`config.mk`:
```
export PLATFORM = sky130hd
export DESIGN_NAME = imu_complementary_filter_top_flat
export DESIGN_NICKNAME = d
export VERILOG_FILES = /design/src/icf_pkg.sv /design/src/icf_req_if.sv /design/src/icf_rsp_if.sv /design/src/icf_cordic.sv /design/src/icf_gyro_div.sv /design/src/imu_complementary_filter_top.sv /design/src/flat_wrapper.sv
export SDC_FILE = /design/constraint.sdc
export NUM_CORES = 2
export LEC_CHECK = 0
export BUFFER_PORTS_ARGS = -buffer_cell sky130_fd_sc_hd__clkbuf_2
export CELL_PAD_IN_SITES_DETAIL_PLACEMENT = 1
export CELL_PAD_IN_SITES_GLOBAL_PLACEMENT = 1
export CORE_UTILIZATION = 55
export DETAILED_ROUTE_END_ITERATION = 7
export PLACE_DENSITY_LB_ADDON = 0.1
export SLEW_MARGIN = 10
export SYNTH_ARGS = -nofsm -noshare
export SYNTH_HDL_FRONTEND = slang
export SYNTH_SLANG_ARGS = --single-unit
```
`constraint.sdc`:
```
create_clock -name clock -period 32.1 [get_ports clock]
set_input_delay 4.815 -clock clock [delete_from_list [all_inputs] [get_ports clock]]
set_output_delay 4.815 -clock clock [all_outputs]
set_load 0.02 [all_outputs]
```
`src/icf_pkg.sv`:
```
// ----------------------------------------------------------------------------
// icf_pkg
// Shared widths, register codes, reset values and the CORDIC arctangent table
// of the IMU complementary filter.
// ----------------------------------------------------------------------------
`default_nettype none

package icf_pkg;

   localparam int ANGLE_FRAC_BITS_DEF = 16;
   localparam int CORDIC_STEPS_DEF    = 20;

   localparam int RAW_W       = 16;
   localparam int INTERVAL_W  = 20;
   localparam int ANGLE_OUT_W = 26;
   localparam int WEIGHT_W    = 17;
   localparam int CPD_W       = 16;
   localparam int CSR_IDX_W   = 4;
   localparam int CSR_DATA_W  = 17;

   localparam int TAB_FRAC = 32;
   localparam int TAB_W    = 38;

   localparam int MICROS_W = 20;
   localparam logic [MICROS_W-1:0] MICROS = 20'd1000000;

   localparam logic [WEIGHT_W-1:0] UNIT_WEIGHT  = 17'd65536;
   localparam logic [WEIGHT_W-1:0] WEIGHT_RESET = 17'd64225;
   localparam logic [CPD_W-1:0]    CPD_RESET    = 16'd131;

   typedef enum logic [CSR_IDX_W-1:0] {
      CSR_GYRO_WEIGHT = 4'd0,
      CSR_GYRO_CPD    = 4'd1
   } csr_index_type;

   // atan(2^-i) in units of 2^-32 degree
   function automatic logic [TAB_W-1:0] atan_entry(input logic [4:0] idx);
      logic [TAB_W-1:0] v;
      case (idx)
         5'd0:  v = 38'd193273528320;
         5'd1:  v = 38'd114096026022;
         5'd2:  v = 38'd60285206653;
         5'd3:  v = 38'd30601712202;
         5'd4:  v = 38'd15360239180;
         5'd5:  v = 38'd7687607525;
         5'd6:  v = 38'd3844741810;
         5'd7:  v = 38'd1922488225;
         5'd8:  v = 38'd961258780;
         5'd9:  v = 38'd480631223;
         5'd10: v = 38'd240315841;
         5'd11: v = 38'd120157949;
         5'd12: v = 38'd60078978;
         5'd13: v = 38'd30039490;
         5'd14: v = 38'd15019745;
         5'd15: v = 38'd7509872;
         5'd16: v = 38'd3754936;
         5'd17: v = 38'd1877468;
         5'd18: v = 38'd938734;
         5'd19: v = 38'd469367;
         5'd20: v = 38'd234684;
         5'd21: v = 38'd117342;
         5'd22: v = 38'd58671;
         5'd23: v = 38'd29335;
         5'd24: v = 38'd14668;
         5'd25: v = 38'd7334;
         5'd26: v = 38'd3667;
         5'd27: v = 38'd1833;
         5'd28: v = 38'd917;
         5'd29: v = 38'd458;
         5'd30: v = 38'd229;
         default: v = 38'd115;
      endcase
      return v;
   endfunction

endpackage

`default_nettype wire

```
`src/icf_req_if.sv`:
```
// ----------------------------------------------------------------------------
// icf_req_if
// Sample channel: raw accelerometer and gyro counts plus the sample interval.
// ----------------------------------------------------------------------------
`default_nettype none

interface icf_req_if;
   import icf_pkg::*;

   logic                         valid;
   logic                         ready;
   logic signed [RAW_W-1:0]      accel_x;
   logic signed [RAW_W-1:0]      accel_y;
   logic signed [RAW_W-1:0]      accel_z;
   logic signed [RAW_W-1:0]      gyro_x;
   logic signed [RAW_W-1:0]      gyro_y;
   logic        [INTERVAL_W-1:0] interval_us;

   modport source (output valid, accel_x, accel_y, accel_z, gyro_x, gyro_y, interval_us,
                   input ready);
   modport sink   (input valid, accel_x, accel_y, accel_z, gyro_x, gyro_y, interval_us,
                   output ready);
endinterface

`default_nettype wire

```
`src/icf_rsp_if.sv`:
```
// ----------------------------------------------------------------------------
// icf_rsp_if
// Result channel: filtered pitch and roll angles.
// ----------------------------------------------------------------------------
`default_nettype none

interface icf_rsp_if;
   import icf_pkg::*;

   logic                          valid;
   logic                          ready;
   logic signed [ANGLE_OUT_W-1:0] pitch_out;
   logic signed [ANGLE_OUT_W-1:0] roll_out;

   modport source (output valid, pitch_out, roll_out, input ready);
   modport sink   (input valid, pitch_out, roll_out, output ready);
endinterface

`default_nettype wire

```
`src/icf_cordic.sv`:
```
// ----------------------------------------------------------------------------
// icf_cordic
// Vectoring CORDIC atan2, one micro-rotation per cycle, result in degrees.
// ----------------------------------------------------------------------------
`default_nettype none

module icf_cordic #(
   parameter int ANGLE_FRAC_BITS = icf_pkg::ANGLE_FRAC_BITS_DEF,
   parameter int CORDIC_STEPS    = icf_pkg::CORDIC_STEPS_DEF,
   parameter int IN_W            = 25
) (
   input  wire logic                              clock,
   input  wire logic                              reset,
   input  wire logic                              start,
   input  wire logic signed [IN_W-1:0]            y_in,
   input  wire logic signed [IN_W-1:0]            x_in,
   output logic                                   busy,
   output logic                                   done,
   output logic signed [ANGLE_FRAC_BITS+9:0]      angle
);
   import icf_pkg::*;

   localparam int STEPS = (CORDIC_STEPS > 32) ? 32 : CORDIC_STEPS;
   localparam int XY_W  = IN_W + 1 + 16 + 3;
   localparam int Z_W   = TAB_W + 3;
   localparam int SH    = TAB_FRAC - ANGLE_FRAC_BITS;
   localparam int ACC_W = ANGLE_FRAC_BITS + 10;
   localparam logic signed [Z_W-1:0] Z_QUARTER = Z_W'(90) <<< TAB_FRAC;
   localparam logic signed [Z_W-1:0] Z_HALF_LSB = Z_W'(1) <<< (SH - 1);

   logic signed [XY_W-1:0] x_ff, y_ff;
   logic signed [Z_W-1:0]  z_ff;
   logic [4:0]             k_ff;
   logic                   busy_ff, done_ff, zero_ff;

   logic signed [IN_W:0]   xi, yi, xr, yr;
   logic signed [Z_W-1:0]  zr, tab_s, z_round;
   logic signed [XY_W-1:0] dx, dy;

   // pre-rotate the left half plane by a quarter turn
   always_comb begin
      xi = (IN_W+1)'(x_in);
      yi = (IN_W+1)'(y_in);
      xr = xi;
      yr = yi;
      zr = '0;
      if (xi < 0) begin
         if (yi >= 0) begin
            xr = yi;
            yr = -xi;
            zr = Z_QUARTER;
         end else begin
            xr = -yi;
            yr = xi;
            zr = -Z_QUARTER;
         end
      end
   end

   assign dx      = y_ff >>> k_ff;
   assign dy      = x_ff >>> k_ff;
   assign tab_s   = signed'(Z_W'(atan_entry(k_ff)));
   assign z_round = (z_ff + Z_HALF_LSB) >>> SH;

   always_ff @(posedge clock) begin
      if (start) begin
         x_ff    <= XY_W'(xr) <<< 16;
         y_ff    <= XY_W'(yr) <<< 16;
         z_ff    <= zr;
         zero_ff <= (x_in == '0) && (y_in == '0);
         k_ff    <= '0;
      end else if (busy_ff) begin
         if (y_ff > 0) begin
            x_ff <= x_ff + dx;
            y_ff <= y_ff - dy;
            z_ff <= z_ff + tab_s;
         end else begin
            x_ff <= x_ff - dx;
            y_ff <= y_ff + dy;
            z_ff <= z_ff - tab_s;
         end
         k_ff <= k_ff + 5'd1;
      end
      if (reset) begin
         busy_ff <= 1'b0;
         done_ff <= 1'b0;
      end else if (start) begin
         busy_ff <= 1'b1;
         done_ff <= 1'b0;
      end else if (busy_ff && (k_ff == 5'(STEPS - 1))) begin
         busy_ff <= 1'b0;
         done_ff <= 1'b1;
      end else begin
         done_ff <= 1'b0;
      end
   end

   assign busy  = busy_ff;
   assign done  = done_ff;
   assign angle = zero_ff ? '0 : ACC_W'(z_round);

endmodule

`default_nettype wire

```
`src/icf_gyro_div.sv`:
```
// ----------------------------------------------------------------------------
// icf_gyro_div
// Two-lane restoring divider with a shared divisor, one quotient bit per cycle.
// ----------------------------------------------------------------------------
`default_nettype none

module icf_gyro_div #(
   parameter int NUM_W = 53,
   parameter int DEN_W = 36
) (
   input  wire logic             clock,
   input  wire logic             reset,
   input  wire logic             start,
   input  wire logic [DEN_W-1:0] den,
   input  wire logic [NUM_W-1:0] num_a,
   input  wire logic [NUM_W-1:0] num_b,
   output logic                  busy,
   output logic [NUM_W-1:0]      quo_a,
   output logic [NUM_W-1:0]      quo_b
);
   localparam int CNT_W = $clog2(NUM_W + 1);

   logic [DEN_W-1:0] den_ff, ra_ff, rb_ff;
   logic [NUM_W-1:0] na_ff, nb_ff;
   logic [CNT_W-1:0] cnt_ff;
   logic             busy_ff;
   logic [DEN_W:0]   ta, tb;
   logic             ge_a, ge_b;

   assign ta   = {ra_ff, na_ff[NUM_W-1]};
   assign tb   = {rb_ff, nb_ff[NUM_W-1]};
   assign ge_a = ta >= {1'b0, den_ff};
   assign ge_b = tb >= {1'b0, den_ff};

   always_ff @(posedge clock) begin
      if (start) begin
         den_ff <= den;
         na_ff  <= num_a;
         nb_ff  <= num_b;
         ra_ff  <= '0;
         rb_ff  <= '0;
         cnt_ff <= '0;
      end else if (busy_ff) begin
         // the dividend shifts out the top as quotient bits shift in below
         ra_ff  <= ge_a ? DEN_W'(ta - {1'b0, den_ff}) : DEN_W'(ta);
         rb_ff  <= ge_b ? DEN_W'(tb - {1'b0, den_ff}) : DEN_W'(tb);
         na_ff  <= {na_ff[NUM_W-2:0], ge_a};
         nb_ff  <= {nb_ff[NUM_W-2:0], ge_b};
         cnt_ff <= cnt_ff + CNT_W'(1);
      end
      if (reset) begin
         busy_ff <= 1'b0;
      end else if (start) begin
         busy_ff <= 1'b1;
      end else if (busy_ff && (cnt_ff == CNT_W'(NUM_W - 1))) begin
         busy_ff <= 1'b0;
      end
   end

   assign busy  = busy_ff;
   assign quo_a = na_ff;
   assign quo_b = nb_ff;

endmodule

`default_nettype wire

```
`src/imu_complementary_filter_top.sv`:
```
// ----------------------------------------------------------------------------
// imu_complementary_filter_top
// Pitch/roll complementary filter for a six-axis IMU.
// ----------------------------------------------------------------------------
// One sample is processed at a time. Accepted samples go through bit-serial
// multiplies (sum of squares, gyro*interval, scale*10^6), a square root at one
// root bit per cycle, two atan2 passes through the shared CORDIC and a
// bit-serial blend. The gyro divide runs alongside the square root and CORDIC
// passes; where it is longer than they are, the blend waits for it. A new
// sample is taken once the previous one has reached the result register, even
// while that result still waits to be read. Angles are in units of
// 2^-ANGLE_FRAC_BITS degree and saturate at +/-360 degrees.
// ----------------------------------------------------------------------------
`default_nettype none

module imu_complementary_filter_top #(
   parameter int ANGLE_FRAC_BITS = icf_pkg::ANGLE_FRAC_BITS_DEF,
   parameter int CORDIC_STEPS    = icf_pkg::CORDIC_STEPS_DEF
) (
   input  wire logic                              clock,
   input  wire logic                              reset,
   input  wire logic                              csr_wr_en,
   input  wire logic [icf_pkg::CSR_IDX_W-1:0]     csr_index,
   input  wire logic [icf_pkg::CSR_DATA_W-1:0]    csr_wr_data,
   icf_req_if.sink                                req_chan,
   icf_rsp_if.source                              rsp_chan
);
   import icf_pkg::*;

   localparam int F         = ANGLE_FRAC_BITS;
   localparam int ANG_W     = F + 10;
   localparam int SQ_W      = 2 * RAW_W;
   localparam int ROOT_W    = 24;
   localparam int RAD_W     = 2 * ROOT_W;
   localparam int REM_W     = ROOT_W + 2;
   localparam int PROD_W    = RAW_W + INTERVAL_W;
   localparam int DEN_W     = CPD_W + MICROS_W;
   localparam int NUM_W     = PROD_W + F + 1;
   localparam int STEP_W    = NUM_W + 1;
   localparam int DIFF_W    = STEP_W + 2;
   localparam int BL_W      = DIFF_W + WEIGHT_W + 1;
   localparam int COR_IN_W  = ROOT_W + 1;
   localparam logic signed [ANG_W-1:0] LIMIT = ANG_W'(360) <<< F;
   localparam logic signed [BL_W-1:0]  ROUND_HALF = BL_W'(32768);

   typedef enum logic [2:0] {
      S_IDLE, S_MUL, S_SQRT, S_PITCH, S_ROLL, S_WAIT_DIV, S_BLEND, S_DONE
   } state_type;

   state_type state_ff;
   logic [4:0] cnt_ff;

   logic [WEIGHT_W-1:0] weight_ff;
   logic [CPD_W-1:0]    cpd_ff;
   logic signed [ANG_W-1:0] pitch_ff, roll_ff;

   logic signed [RAW_W-1:0] ax_ff, ay_ff, az_ff;
   logic gx_neg_ff, gy_neg_ff;

   logic [SQ_W-1:0]   mc_ax_ff, mc_az_ff, sq_ff;
   logic [RAW_W-1:0]  ml_ax_ff, ml_az_ff, ml_gx_ff, ml_gy_ff;
   logic [PROD_W-1:0] mc_dt_ff, pp_gx_ff, pp_gy_ff;
   logic [DEN_W-1:0]  mc_mic_ff, den_ff;
   logic [CPD_W-1:0]  ml_cpd_ff;

   logic [RAD_W-1:0]  rad_ff;
   logic [ROOT_W-1:0] root_ff;
   logic [REM_W-1:0]  rem_ff;

   logic cor_start_ff, div_start_ff;
   logic signed [ANG_W-1:0] acc_pitch_ff, acc_roll_ff;

   logic [WEIGHT_W-1:0]    w_sh_ff;
   logic signed [BL_W-1:0] dp_sh_ff, dr_sh_ff, sum_p_ff, sum_r_ff;

   logic rsp_valid_ff;
   logic signed [ANGLE_OUT_W-1:0] rsp_pitch_ff, rsp_roll_ff;

   logic [SQ_W-1:0]         sq_in;
   logic [REM_W+1:0]        rem_t, trial;
   logic                    sqrt_ge;
   logic [WEIGHT_W-1:0]     w_eff;
   logic [CPD_W-1:0]        cpd_eff;
   logic signed [COR_IN_W-1:0] cor_y, cor_x;
   logic cor_busy, cor_done;
   logic signed [ANG_W-1:0] cor_angle;
   logic [NUM_W-1:0]        num_p, num_r, quo_p, quo_r;
   logic                    div_busy;
   logic signed [STEP_W-1:0] step_p, step_r;
   logic signed [DIFF_W-1:0] diff_p, diff_r;
   logic signed [BL_W-1:0]  rnd_p, rnd_r, sat_p, sat_r;
   logic signed [ANG_W-1:0] pitch_in, roll_in;
   logic                    accept;
   logic                    cor_start_in, div_start_in, rsp_valid_in, rsp_load;

   function automatic logic [RAW_W-1:0] mag16(input logic signed [RAW_W-1:0] v);
      return v[RAW_W-1] ? RAW_W'(-v) : RAW_W'(v);
   endfunction

   function automatic logic signed [BL_W-1:0] clamp(input logic signed [BL_W-1:0] v);
      logic signed [BL_W-1:0] lim;
      lim = BL_W'(LIMIT);
      if (v > lim) begin
         return lim;
      end else if (v < -lim) begin
         return -lim;
      end
      return v;
   endfunction

   assign accept  = req_chan.valid && req_chan.ready;
   assign w_eff   = (weight_ff > UNIT_WEIGHT) ? UNIT_WEIGHT : weight_ff;
   assign cpd_eff = (cpd_ff == '0) ? CPD_W'(1) : cpd_ff;

   assign sq_in = sq_ff + (ml_ax_ff[0] ? mc_ax_ff : '0) + (ml_az_ff[0] ? mc_az_ff : '0);

   assign rem_t   = {rem_ff, rad_ff[RAD_W-1 -: 2]};
   assign trial   = {2'b00, root_ff, 2'b01};
   assign sqrt_ge = rem_t >= trial;

   // pitch: atan2(ay*256, root); roll: atan2(-ax, az)
   assign cor_y = (state_ff == S_ROLL) ? -COR_IN_W'(ax_ff) : (COR_IN_W'(ay_ff) <<< 8);
   assign cor_x = (state_ff == S_ROLL) ? COR_IN_W'(az_ff) : signed'({1'b0, root_ff});

   assign num_p = (NUM_W'(pp_gx_ff) << F) + NUM_W'(den_ff >> 1);
   assign num_r = (NUM_W'(pp_gy_ff) << F) + NUM_W'(den_ff >> 1);

   assign step_p = gx_neg_ff ? -signed'({1'b0, quo_p}) : signed'({1'b0, quo_p});
   assign step_r = gy_neg_ff ? -signed'({1'b0, quo_r}) : signed'({1'b0, quo_r});
   assign diff_p = DIFF_W'(pitch_ff) + DIFF_W'(step_p) - DIFF_W'(acc_pitch_ff);
   assign diff_r = DIFF_W'(roll_ff) + DIFF_W'(step_r) - DIFF_W'(acc_roll_ff);

   assign rnd_p    = (sum_p_ff + ROUND_HALF) >>> 16;
   assign rnd_r    = (sum_r_ff + ROUND_HALF) >>> 16;
   assign sat_p    = clamp(rnd_p);
   assign sat_r    = clamp(rnd_r);
   assign pitch_in = ANG_W'(sat_p);
   assign roll_in  = ANG_W'(sat_r);

   assign div_start_in = (state_ff == S_MUL) && (cnt_ff == 5'(RAW_W - 1));
   assign cor_start_in = ((state_ff == S_SQRT) && (cnt_ff == 5'(ROOT_W - 1))) ||
                         ((state_ff == S_PITCH) && cor_done);
   // load the result register when it is free or being read this cycle
   assign rsp_load     = (state_ff == S_DONE) && (!rsp_valid_ff || rsp_chan.ready);
   assign rsp_valid_in = rsp_load || (rsp_valid_ff && !rsp_chan.ready);

   icf_cordic #(
      .ANGLE_FRAC_BITS (ANGLE_FRAC_BITS),
      .CORDIC_STEPS    (CORDIC_STEPS),
      .IN_W            (COR_IN_W)
   ) u_cordic (
      .clock (clock),
      .reset (reset),
      .start (cor_start_ff),
      .y_in  (cor_y),
      .x_in  (cor_x),
      .busy  (cor_busy),
      .done  (cor_done),
      .angle (cor_angle)
   );

   icf_gyro_div #(
      .NUM_W (NUM_W),
      .DEN_W (DEN_W)
   ) u_gyro_div (
      .clock (clock),
      .reset (reset),
      .start (div_start_ff),
      .den   (den_ff),
      .num_a (num_p),
      .num_b (num_r),
      .busy  (div_busy),
      .quo_a (quo_p),
      .quo_b (quo_r)
   );

   always_ff @(posedge clock) begin
      if (reset) begin
         state_ff     <= S_IDLE;
         cnt_ff       <= '0;
         weight_ff    <= WEIGHT_RESET;
         cpd_ff       <= CPD_RESET;
         pitch_ff     <= '0;
         roll_ff      <= '0;
         cor_start_ff <= 1'b0;
         div_start_ff <= 1'b0;
         rsp_valid_ff <= 1'b0;
      end else begin
         cor_start_ff <= cor_start_in;
         div_start_ff <= div_start_in;
         rsp_valid_ff <= rsp_valid_in;
         if (csr_wr_en) begin
            case (csr_index)
               CSR_GYRO_WEIGHT: weight_ff <= csr_wr_data;
               CSR_GYRO_CPD:    cpd_ff    <= csr_wr_data[CPD_W-1:0];
               default: ;
            endcase
         end

         case (state_ff)
            S_IDLE: begin
               if (accept) begin
                  ax_ff     <= req_chan.accel_x;
                  ay_ff     <= req_chan.accel_y;
                  az_ff     <= req_chan.accel_z;
                  gx_neg_ff <= req_chan.gyro_x[RAW_W-1];
                  gy_neg_ff <= req_chan.gyro_y[RAW_W-1];
                  mc_ax_ff  <= SQ_W'(mag16(req_chan.accel_x));
                  ml_ax_ff  <= mag16(req_chan.accel_x);
                  mc_az_ff  <= SQ_W'(mag16(req_chan.accel_z));
                  ml_az_ff  <= mag16(req_chan.accel_z);
                  mc_dt_ff  <= PROD_W'(req_chan.interval_us);
                  ml_gx_ff  <= mag16(req_chan.gyro_x);
                  ml_gy_ff  <= mag16(req_chan.gyro_y);
                  mc_mic_ff <= DEN_W'(MICROS);
                  ml_cpd_ff <= cpd_eff;
                  sq_ff     <= '0;
                  pp_gx_ff  <= '0;
                  pp_gy_ff  <= '0;
                  den_ff    <= '0;
                  cnt_ff    <= '0;
                  state_ff  <= S_MUL;
               end
            end
            S_MUL: begin
               // shift-add: multiplier bits out the bottom, multiplicands climb
               sq_ff     <= sq_in;
               pp_gx_ff  <= pp_gx_ff + (ml_gx_ff[0] ? mc_dt_ff : '0);
               pp_gy_ff  <= pp_gy_ff + (ml_gy_ff[0] ? mc_dt_ff : '0);
               den_ff    <= den_ff + (ml_cpd_ff[0] ? mc_mic_ff : '0);
               mc_ax_ff  <= mc_ax_ff << 1;
               mc_az_ff  <= mc_az_ff << 1;
               mc_dt_ff  <= mc_dt_ff << 1;
               mc_mic_ff <= mc_mic_ff << 1;
               ml_ax_ff  <= ml_ax_ff >> 1;
               ml_az_ff  <= ml_az_ff >> 1;
               ml_gx_ff  <= ml_gx_ff >> 1;
               ml_gy_ff  <= ml_gy_ff >> 1;
               ml_cpd_ff <= ml_cpd_ff >> 1;
               if (cnt_ff == 5'(RAW_W - 1)) begin
                  rad_ff   <= {sq_in, 16'd0};
                  root_ff  <= '0;
                  rem_ff   <= '0;
                  cnt_ff   <= '0;
                  state_ff <= S_SQRT;
               end else begin
                  cnt_ff   <= cnt_ff + 5'd1;
               end
            end
            S_SQRT: begin
               rem_ff  <= sqrt_ge ? REM_W'(rem_t - trial) : REM_W'(rem_t);
               root_ff <= {root_ff[ROOT_W-2:0], sqrt_ge};
               rad_ff  <= rad_ff << 2;
               cnt_ff  <= cnt_ff + 5'd1;
               if (cnt_ff == 5'(ROOT_W - 1)) begin
                  state_ff <= S_PITCH;
               end
            end
            S_PITCH: begin
               if (cor_done) begin
                  acc_pitch_ff <= cor_angle;
                  state_ff     <= S_ROLL;
               end
            end
            S_ROLL: begin
               if (cor_done) begin
                  acc_roll_ff <= cor_angle;
                  state_ff    <= S_WAIT_DIV;
               end
            end
            S_WAIT_DIV: begin
               // sum = acc*2^16 + w*(prev + step - acc)
               if (!div_busy) begin
                  w_sh_ff  <= w_eff;
                  dp_sh_ff <= BL_W'(diff_p);
                  dr_sh_ff <= BL_W'(diff_r);
                  sum_p_ff <= BL_W'(acc_pitch_ff) <<< 16;
                  sum_r_ff <= BL_W'(acc_roll_ff) <<< 16;
                  cnt_ff   <= '0;
                  state_ff <= S_BLEND;
               end
            end
            S_BLEND: begin
               if (w_sh_ff[0]) begin
                  sum_p_ff <= sum_p_ff + dp_sh_ff;
                  sum_r_ff <= sum_r_ff + dr_sh_ff;
               end
               dp_sh_ff <= dp_sh_ff <<< 1;
               dr_sh_ff <= dr_sh_ff <<< 1;
               w_sh_ff  <= w_sh_ff >> 1;
               cnt_ff   <= cnt_ff + 5'd1;
               if (cnt_ff == 5'(WEIGHT_W - 1)) begin
                  state_ff <= S_DONE;
               end
            end
            S_DONE: begin
               // hold until the result register is free
               if (rsp_load) begin
                  pitch_ff     <= pitch_in;
                  roll_ff      <= roll_in;
                  rsp_pitch_ff <= ANGLE_OUT_W'(pitch_in);
                  rsp_roll_ff  <= ANGLE_OUT_W'(roll_in);
                  state_ff     <= S_IDLE;
               end
            end
            default: state_ff <= S_IDLE;
         endcase
      end
   end

   assign req_chan.ready     = (state_ff == S_IDLE);
   assign rsp_chan.valid     = rsp_valid_ff;
   assign rsp_chan.pitch_out = rsp_pitch_ff;
   assign rsp_chan.roll_out  = rsp_roll_ff;

   a_angle_range: assert property (@(posedge clock) disable iff (reset)
      (pitch_ff <= LIMIT) && (pitch_ff >= -LIMIT) && (roll_ff <= LIMIT) && (roll_ff >= -LIMIT))
      else $error("filtered angle beyond saturation limit");

   a_accept_starts: assert property (@(posedge clock) disable iff (reset)
      accept |=> (state_ff == S_MUL))
      else $error("accepted transaction did not start the multiply phase");

   a_cordic_free: assert property (@(posedge clock) disable iff (reset)
      cor_start_ff |-> !cor_busy)
      else $error("CORDIC started while busy");

   a_div_finished: assert property (@(posedge clock) disable iff (reset)
      (state_ff == S_BLEND) |-> !div_busy)
      else $error("blend running before the gyro divide finished");

   a_result_source: assert property (@(posedge clock) disable iff (reset)
      $rose(rsp_valid_ff) |-> ($past(state_ff) == S_DONE))
      else $error("result raised outside the final state");

endmodule

`default_nettype wire
```
`src/flat_wrapper.sv`:
```
// flat-port wrapper written by rule: the top's interface ports become plain ports
module imu_complementary_filter_top_flat import icf_pkg::*;
#(
   parameter int ANGLE_FRAC_BITS = icf_pkg::ANGLE_FRAC_BITS_DEF,
   parameter int CORDIC_STEPS    = icf_pkg::CORDIC_STEPS_DEF
)
  (clock, reset, csr_wr_en, csr_index, csr_wr_data, req_chan_valid, req_chan_accel_x, req_chan_accel_y, req_chan_accel_z, req_chan_gyro_x, req_chan_gyro_y, req_chan_interval_us, req_chan_ready, rsp_chan_valid, rsp_chan_pitch_out, rsp_chan_roll_out, rsp_chan_ready);
  icf_req_if req_chan_i ();
  icf_rsp_if rsp_chan_i ();
  input  wire logic clock;
  input  wire logic reset;
  input  wire logic csr_wr_en;
  input  wire logic [icf_pkg::CSR_IDX_W-1:0] csr_index;
  input  wire logic [icf_pkg::CSR_DATA_W-1:0] csr_wr_data;
  input wire logic [$bits(req_chan_i.valid)-1:0] req_chan_valid;
  input wire logic [$bits(req_chan_i.accel_x)-1:0] req_chan_accel_x;
  input wire logic [$bits(req_chan_i.accel_y)-1:0] req_chan_accel_y;
  input wire logic [$bits(req_chan_i.accel_z)-1:0] req_chan_accel_z;
  input wire logic [$bits(req_chan_i.gyro_x)-1:0] req_chan_gyro_x;
  input wire logic [$bits(req_chan_i.gyro_y)-1:0] req_chan_gyro_y;
  input wire logic [$bits(req_chan_i.interval_us)-1:0] req_chan_interval_us;
  output wire logic [$bits(req_chan_i.ready)-1:0] req_chan_ready;
  output wire logic [$bits(rsp_chan_i.valid)-1:0] rsp_chan_valid;
  output wire logic [$bits(rsp_chan_i.pitch_out)-1:0] rsp_chan_pitch_out;
  output wire logic [$bits(rsp_chan_i.roll_out)-1:0] rsp_chan_roll_out;
  input wire logic [$bits(rsp_chan_i.ready)-1:0] rsp_chan_ready;
  assign req_chan_i.valid = req_chan_valid;
  assign req_chan_i.accel_x = req_chan_accel_x;
  assign req_chan_i.accel_y = req_chan_accel_y;
  assign req_chan_i.accel_z = req_chan_accel_z;
  assign req_chan_i.gyro_x = req_chan_gyro_x;
  assign req_chan_i.gyro_y = req_chan_gyro_y;
  assign req_chan_i.interval_us = req_chan_interval_us;
  assign req_chan_ready = req_chan_i.ready;
  assign rsp_chan_valid = rsp_chan_i.valid;
  assign rsp_chan_pitch_out = rsp_chan_i.pitch_out;
  assign rsp_chan_roll_out = rsp_chan_i.roll_out;
  assign rsp_chan_i.ready = rsp_chan_ready;
  imu_complementary_filter_top #(.ANGLE_FRAC_BITS(ANGLE_FRAC_BITS), .CORDIC_STEPS(CORDIC_STEPS)) u_core (.clock(clock), .reset(reset), .csr_wr_en(csr_wr_en), .csr_index(csr_index), .csr_wr_data(csr_wr_data), .req_chan(req_chan_i), .rsp_chan(rsp_chan_i));
endmodule
```
==> results.md <==
- Standard-cell rows: 162
- Number of synthesized register bits: 1379
- Start of the worst register-to-register path: u_core.u_cordic.k_ff[1]
- Sort of element at the end of the critical path: register
- Critical path arrival: 9.50 ns
- Share of the synthesized area in the top cell type: 31.3%
- Launching element of the worst setup path: u_core.u_cordic.k_ff[1]
- HPWL after detailed placement: 280000 µm
- Max-slew violations: 0
- Power density over cell area: 59.1 nW/µm²
- Number of setup violations in the final report: 0
- Maximum capacitance violations: 0
- Number of gates given a new drive strength after cts: 0
- Height of the die: 445 µm
- Area added between synthesis and finish: 7.87%
- Gr ovfl total: 0
- DRC violation total after the first TritonRoute iteration: 7928
- Minimum hold slack: 0.486 ns
- Top cells by count, synth: 1192 x sky130_fd_sc_hd__nand2_1, 1127 x sky130_fd_sc_hd__edfxtp_1, 927 x sky130_fd_sc_hd__nor2_1
- Routability congestion estimate from global placement: 0.971
- Std-Cell Core Area: 195000 µm²
- Maximum clock frequency: 0.112 GHz
- Main synth FF type: sky130_fd_sc_hd__edfxtp_1
- WL per Instance: 26.0 µm
- Fin Clk Skew: 0.0446 ns
- Unrepaired setup endpoints after global routing: no
- Transition at the pin with the smallest max-transition slack: 1.33 ns
- Outcome: complete, but fails checks
- IR Drop Worst-Case VDD: 54.8 µV
- Antenna Violating Nets Remaining: 0
- Most used standard cell by instance count after synthesis: sky130_fd_sc_hd__nand2_1
- Kind of start point of the critical path: register
- Clock root buffer: sky130_fd_sc_hd__clkbuf_16
- Total Die Area: 198000 µm²
- Violated checks: DRC
- Length of the first detailed-routing pass in iterations: 8
- Die Span X: 445 µm
- Leading area contributor after synthesis: sky130_fd_sc_hd__edfxtp_1
- Number of filler cells placed in the layout: 22000
- Cts-stage hold buffer count: 0
- Via Count: 94500
- Mean post-synth cell area: 9.26 µm²
- Count of final hold-check violations: 0
- Async set-reset flop share out of synthesis: 0%
- Number of top-level pins: 180
- Gate Count Post-Synth: 11700
- Highest net fanout along the worst path: 72
- Post-Synthesis Net Count: 12600
- Clock transition at the registers of the reported paths: 0.06 ns
- Seq/Total Area, Yosys: 36.0%
- Total global-route track usage: 36.7%
- Post-layout utilization of the core: 59.7%
- Starting utilization of the core area: 55.4%
- Sum of met3 wire segment lengths after detailed routing: 21700 µm
- Top routing layer in use: met5
- TritonCTS clock tree: done
- Startpoint of the tightest hold check path: u_core.pitch_ff[24]
- Count of cell types in the netlist: 116
- Clock latency at the later pin of the worst-skew pair: 0.85 ns
- DR vias/cell: 6.58
- Net count reported at finish: 12500
- Synthesized area: 108000 µm²
- Met1 routed wirelength after detailed routing: 155000 µm
- Final period utilization: 27.8%
- Static leakage: 45.4 nW
- Maximum number of pins on one net before global-route repair: 135
- Wirelength, routed: 373000 µm
- Share of cells above drive strength 1: 7.59%
- Yosys warns: 0
- Main area contributors after synthesis: sky130_fd_sc_hd__edfxtp_1 31%, sky130_fd_sc_hd__ha_1 7.9%, sky130_fd_sc_hd__dfxtp_1 4.7%, sky130_fd_sc_hd__xnor2_1 4.6%, sky130_fd_sc_hd__nand2_1 4.1%
- Type of the setup path with the least slack: register to register
- Required time of the worst setup path: 32.68 ns
- Min Clock Period, post-route: 8.92 ns
- Total negative slack: 0 ns
- Worst-case headroom to the max-slew limit: 10.6%
- First-pass GRT wire length: 575000 µm
- Via count of the first global-routing pass: 96900
- Htree depth: 4
- Number of antenna violations at the first check in global routing: 15
- Number of buffers inserted during clock tree synthesis: 164
- Routed length on met2: 178000 µm
- Remaining routing DRC violations: 1
- Class of the tightest hold or removal check: register to register
- Post-synth EDFFs: 1127
- Post-CTS Setup Inserts: 0
- Number of clock sinks: 1379
- IO Port Bufs: 179
- Largest buffer count on any clock path: 3
==> report_power, final <==
part	internal [mW]	switching (mW)	total [mW]
sequential	2.21	0.174	2.39
combinational	0.945	1.56	2.50
clock	1.17	0.837	2.00
==> layout by cell type, fill, tap and decap left out, types with 283 or more instances in the layout <==
cell                          n
sky130_fd_sc_hd__a21o_1     334
sky130_fd_sc_hd__a21oi_1    842
sky130_fd_sc_hd__and2_1     283
sky130_fd_sc_hd__edfxtp_1  1127
sky130_fd_sc_hd__ha_1       685
sky130_fd_sc_hd__inv_1      480
sky130_fd_sc_hd__nand2_1   1188
sky130_fd_sc_hd__nor2_1     920
sky130_fd_sc_hd__o21ai_0    783
sky130_fd_sc_hd__xnor2_1    567
sky130_fd_sc_hd__xor2_1     385
==> metrics by stage <==
| step | std cells | power [mW] | cell area [µm²] | setup slack, ns |
|---|---|---|---|---|
| 3_3_place_gp | 14000 | 4.69 | 111000 | 23.45 |
| 4_1_cts | 14400 | 6.87 | 117000 | 23.34 |
| 2_1_floorplan | 11700 | 4.17 | 108000 | 10.56 |
| 3_5_place_dp | 14000 | 4.84 | 111000 | 23.38 |
| 6_report | 14400 | 6.89 | 117000 | 23.18 |
| 5_1_grt | 14400 | 7.20 | 117000 | 22.71 |
==> sequential cells by signal (all words and copies together) (netlist names), 45 cells and up <==
| register | cells |
|---|---|
| u_core.dp_sh_ff | 74 |
| u_core.dr_sh_ff | 74 |
| u_core.sum_p_ff | 74 |
| u_core.sum_r_ff | 74 |
| u_core.u_cordic.x_ff | 45 |
| u_core.u_cordic.y_ff | 45 |
| u_core.u_gyro_div.quo_a | 53 |
| u_core.u_gyro_div.quo_b | 53 |
==> kinds of logic after synthesis <==
| group | Yosys count | share of synthesized area, % |
|---|---|---|
| AND/OR/NAND/NOR | 3874 | 17.4 |
| AO/OA/AOI/OAI | 3186 | 18.8 |
| flip-flops | 1379 | 36.0 |
| buffers and inverters | 1021 | 3.81 |
| XOR/XNOR | 952 | 7.71 |
| adder cells (fa/ha/maj) | 835 | 10.7 |
| multiplexers | 429 | 5.56 |
==> critical path, stage by stage, from the launching register on <==
cell                        delay, ns
sky130_fd_sc_hd__dfxtp_4         1.02
sky130_fd_sc_hd__buf_4           0.80
sky130_fd_sc_hd__mux4_2          0.66
sky130_fd_sc_hd__mux4_2          0.53
sky130_fd_sc_hd__nand2_1         0.09
sky130_fd_sc_hd__nand2_1         0.11
sky130_fd_sc_hd__inv_1           0.08
sky130_fd_sc_hd__ha_1            0.18
sky130_fd_sc_hd__inv_1           0.05
sky130_fd_sc_hd__a2111oi_0       0.45
sky130_fd_sc_hd__and4_4          0.36
sky130_fd_sc_hd__nand3_4         0.14
sky130_fd_sc_hd__or2_2           0.36
sky130_fd_sc_hd__o31ai_1         0.34
sky130_fd_sc_hd__xnor2_1         0.13
sky130_fd_sc_hd__ha_1            0.35
sky130_fd_sc_hd__a21o_1          0.20
sky130_fd_sc_hd__a21o_1          0.17
sky130_fd_sc_hd__a21oi_1         0.17
sky130_fd_sc_hd__o21ai_0         0.16
sky130_fd_sc_hd__or4_1           0.52
sky130_fd_sc_hd__o221ai_1        0.41
sky130_fd_sc_hd__o211a_1         0.25
sky130_fd_sc_hd__o21ai_0         0.17
sky130_fd_sc_hd__a21boi_0        0.48
sky130_fd_sc_hd__o21ai_0         0.21
sky130_fd_sc_hd__mux2i_1         0.15
==> metal layers <==
layer  vias to the layer above  GRT usage, %
li1                      42900             -
met5                         -             0
met1                     47700          47.1
met4                         6          16.9
met3                       842          4.80
met2                      3104          61.6
==> path summary, 6_finish.rpt <==
kind / endpoint / slack (ns) / cells past startpoint
hold / removal: u_core.pitch_ff[24] / 0.49 / 2
setup reg to reg: u_core.u_cordic.x_ff[43] / 23.18 / 26
hold reg to reg: u_core.pitch_ff[24] / 0.49 / 2
setup / recovery: u_core.u_cordic.x_ff[43] / 23.18 / 26
==> cell type report <==
class / count / area (µm²) / area share, %
Multi-Input combinational cell: 9276 / 65200 / 55.9
Sequential cell: 1379 / 38900 / 33.4
Clock buffer: 215 / 4540 / 3.90
Tap cell: 2624 / 3280 / 2.82
Inverter: 494 / 1870 / 1.60
Timing Repair Buffer: 271 / 1620 / 1.39
Clock inverter: 92 / 1130 / 0.973
Antenna cell: 7 / 17.5 / 0.0150
Power figures use the tool's default switching activity.
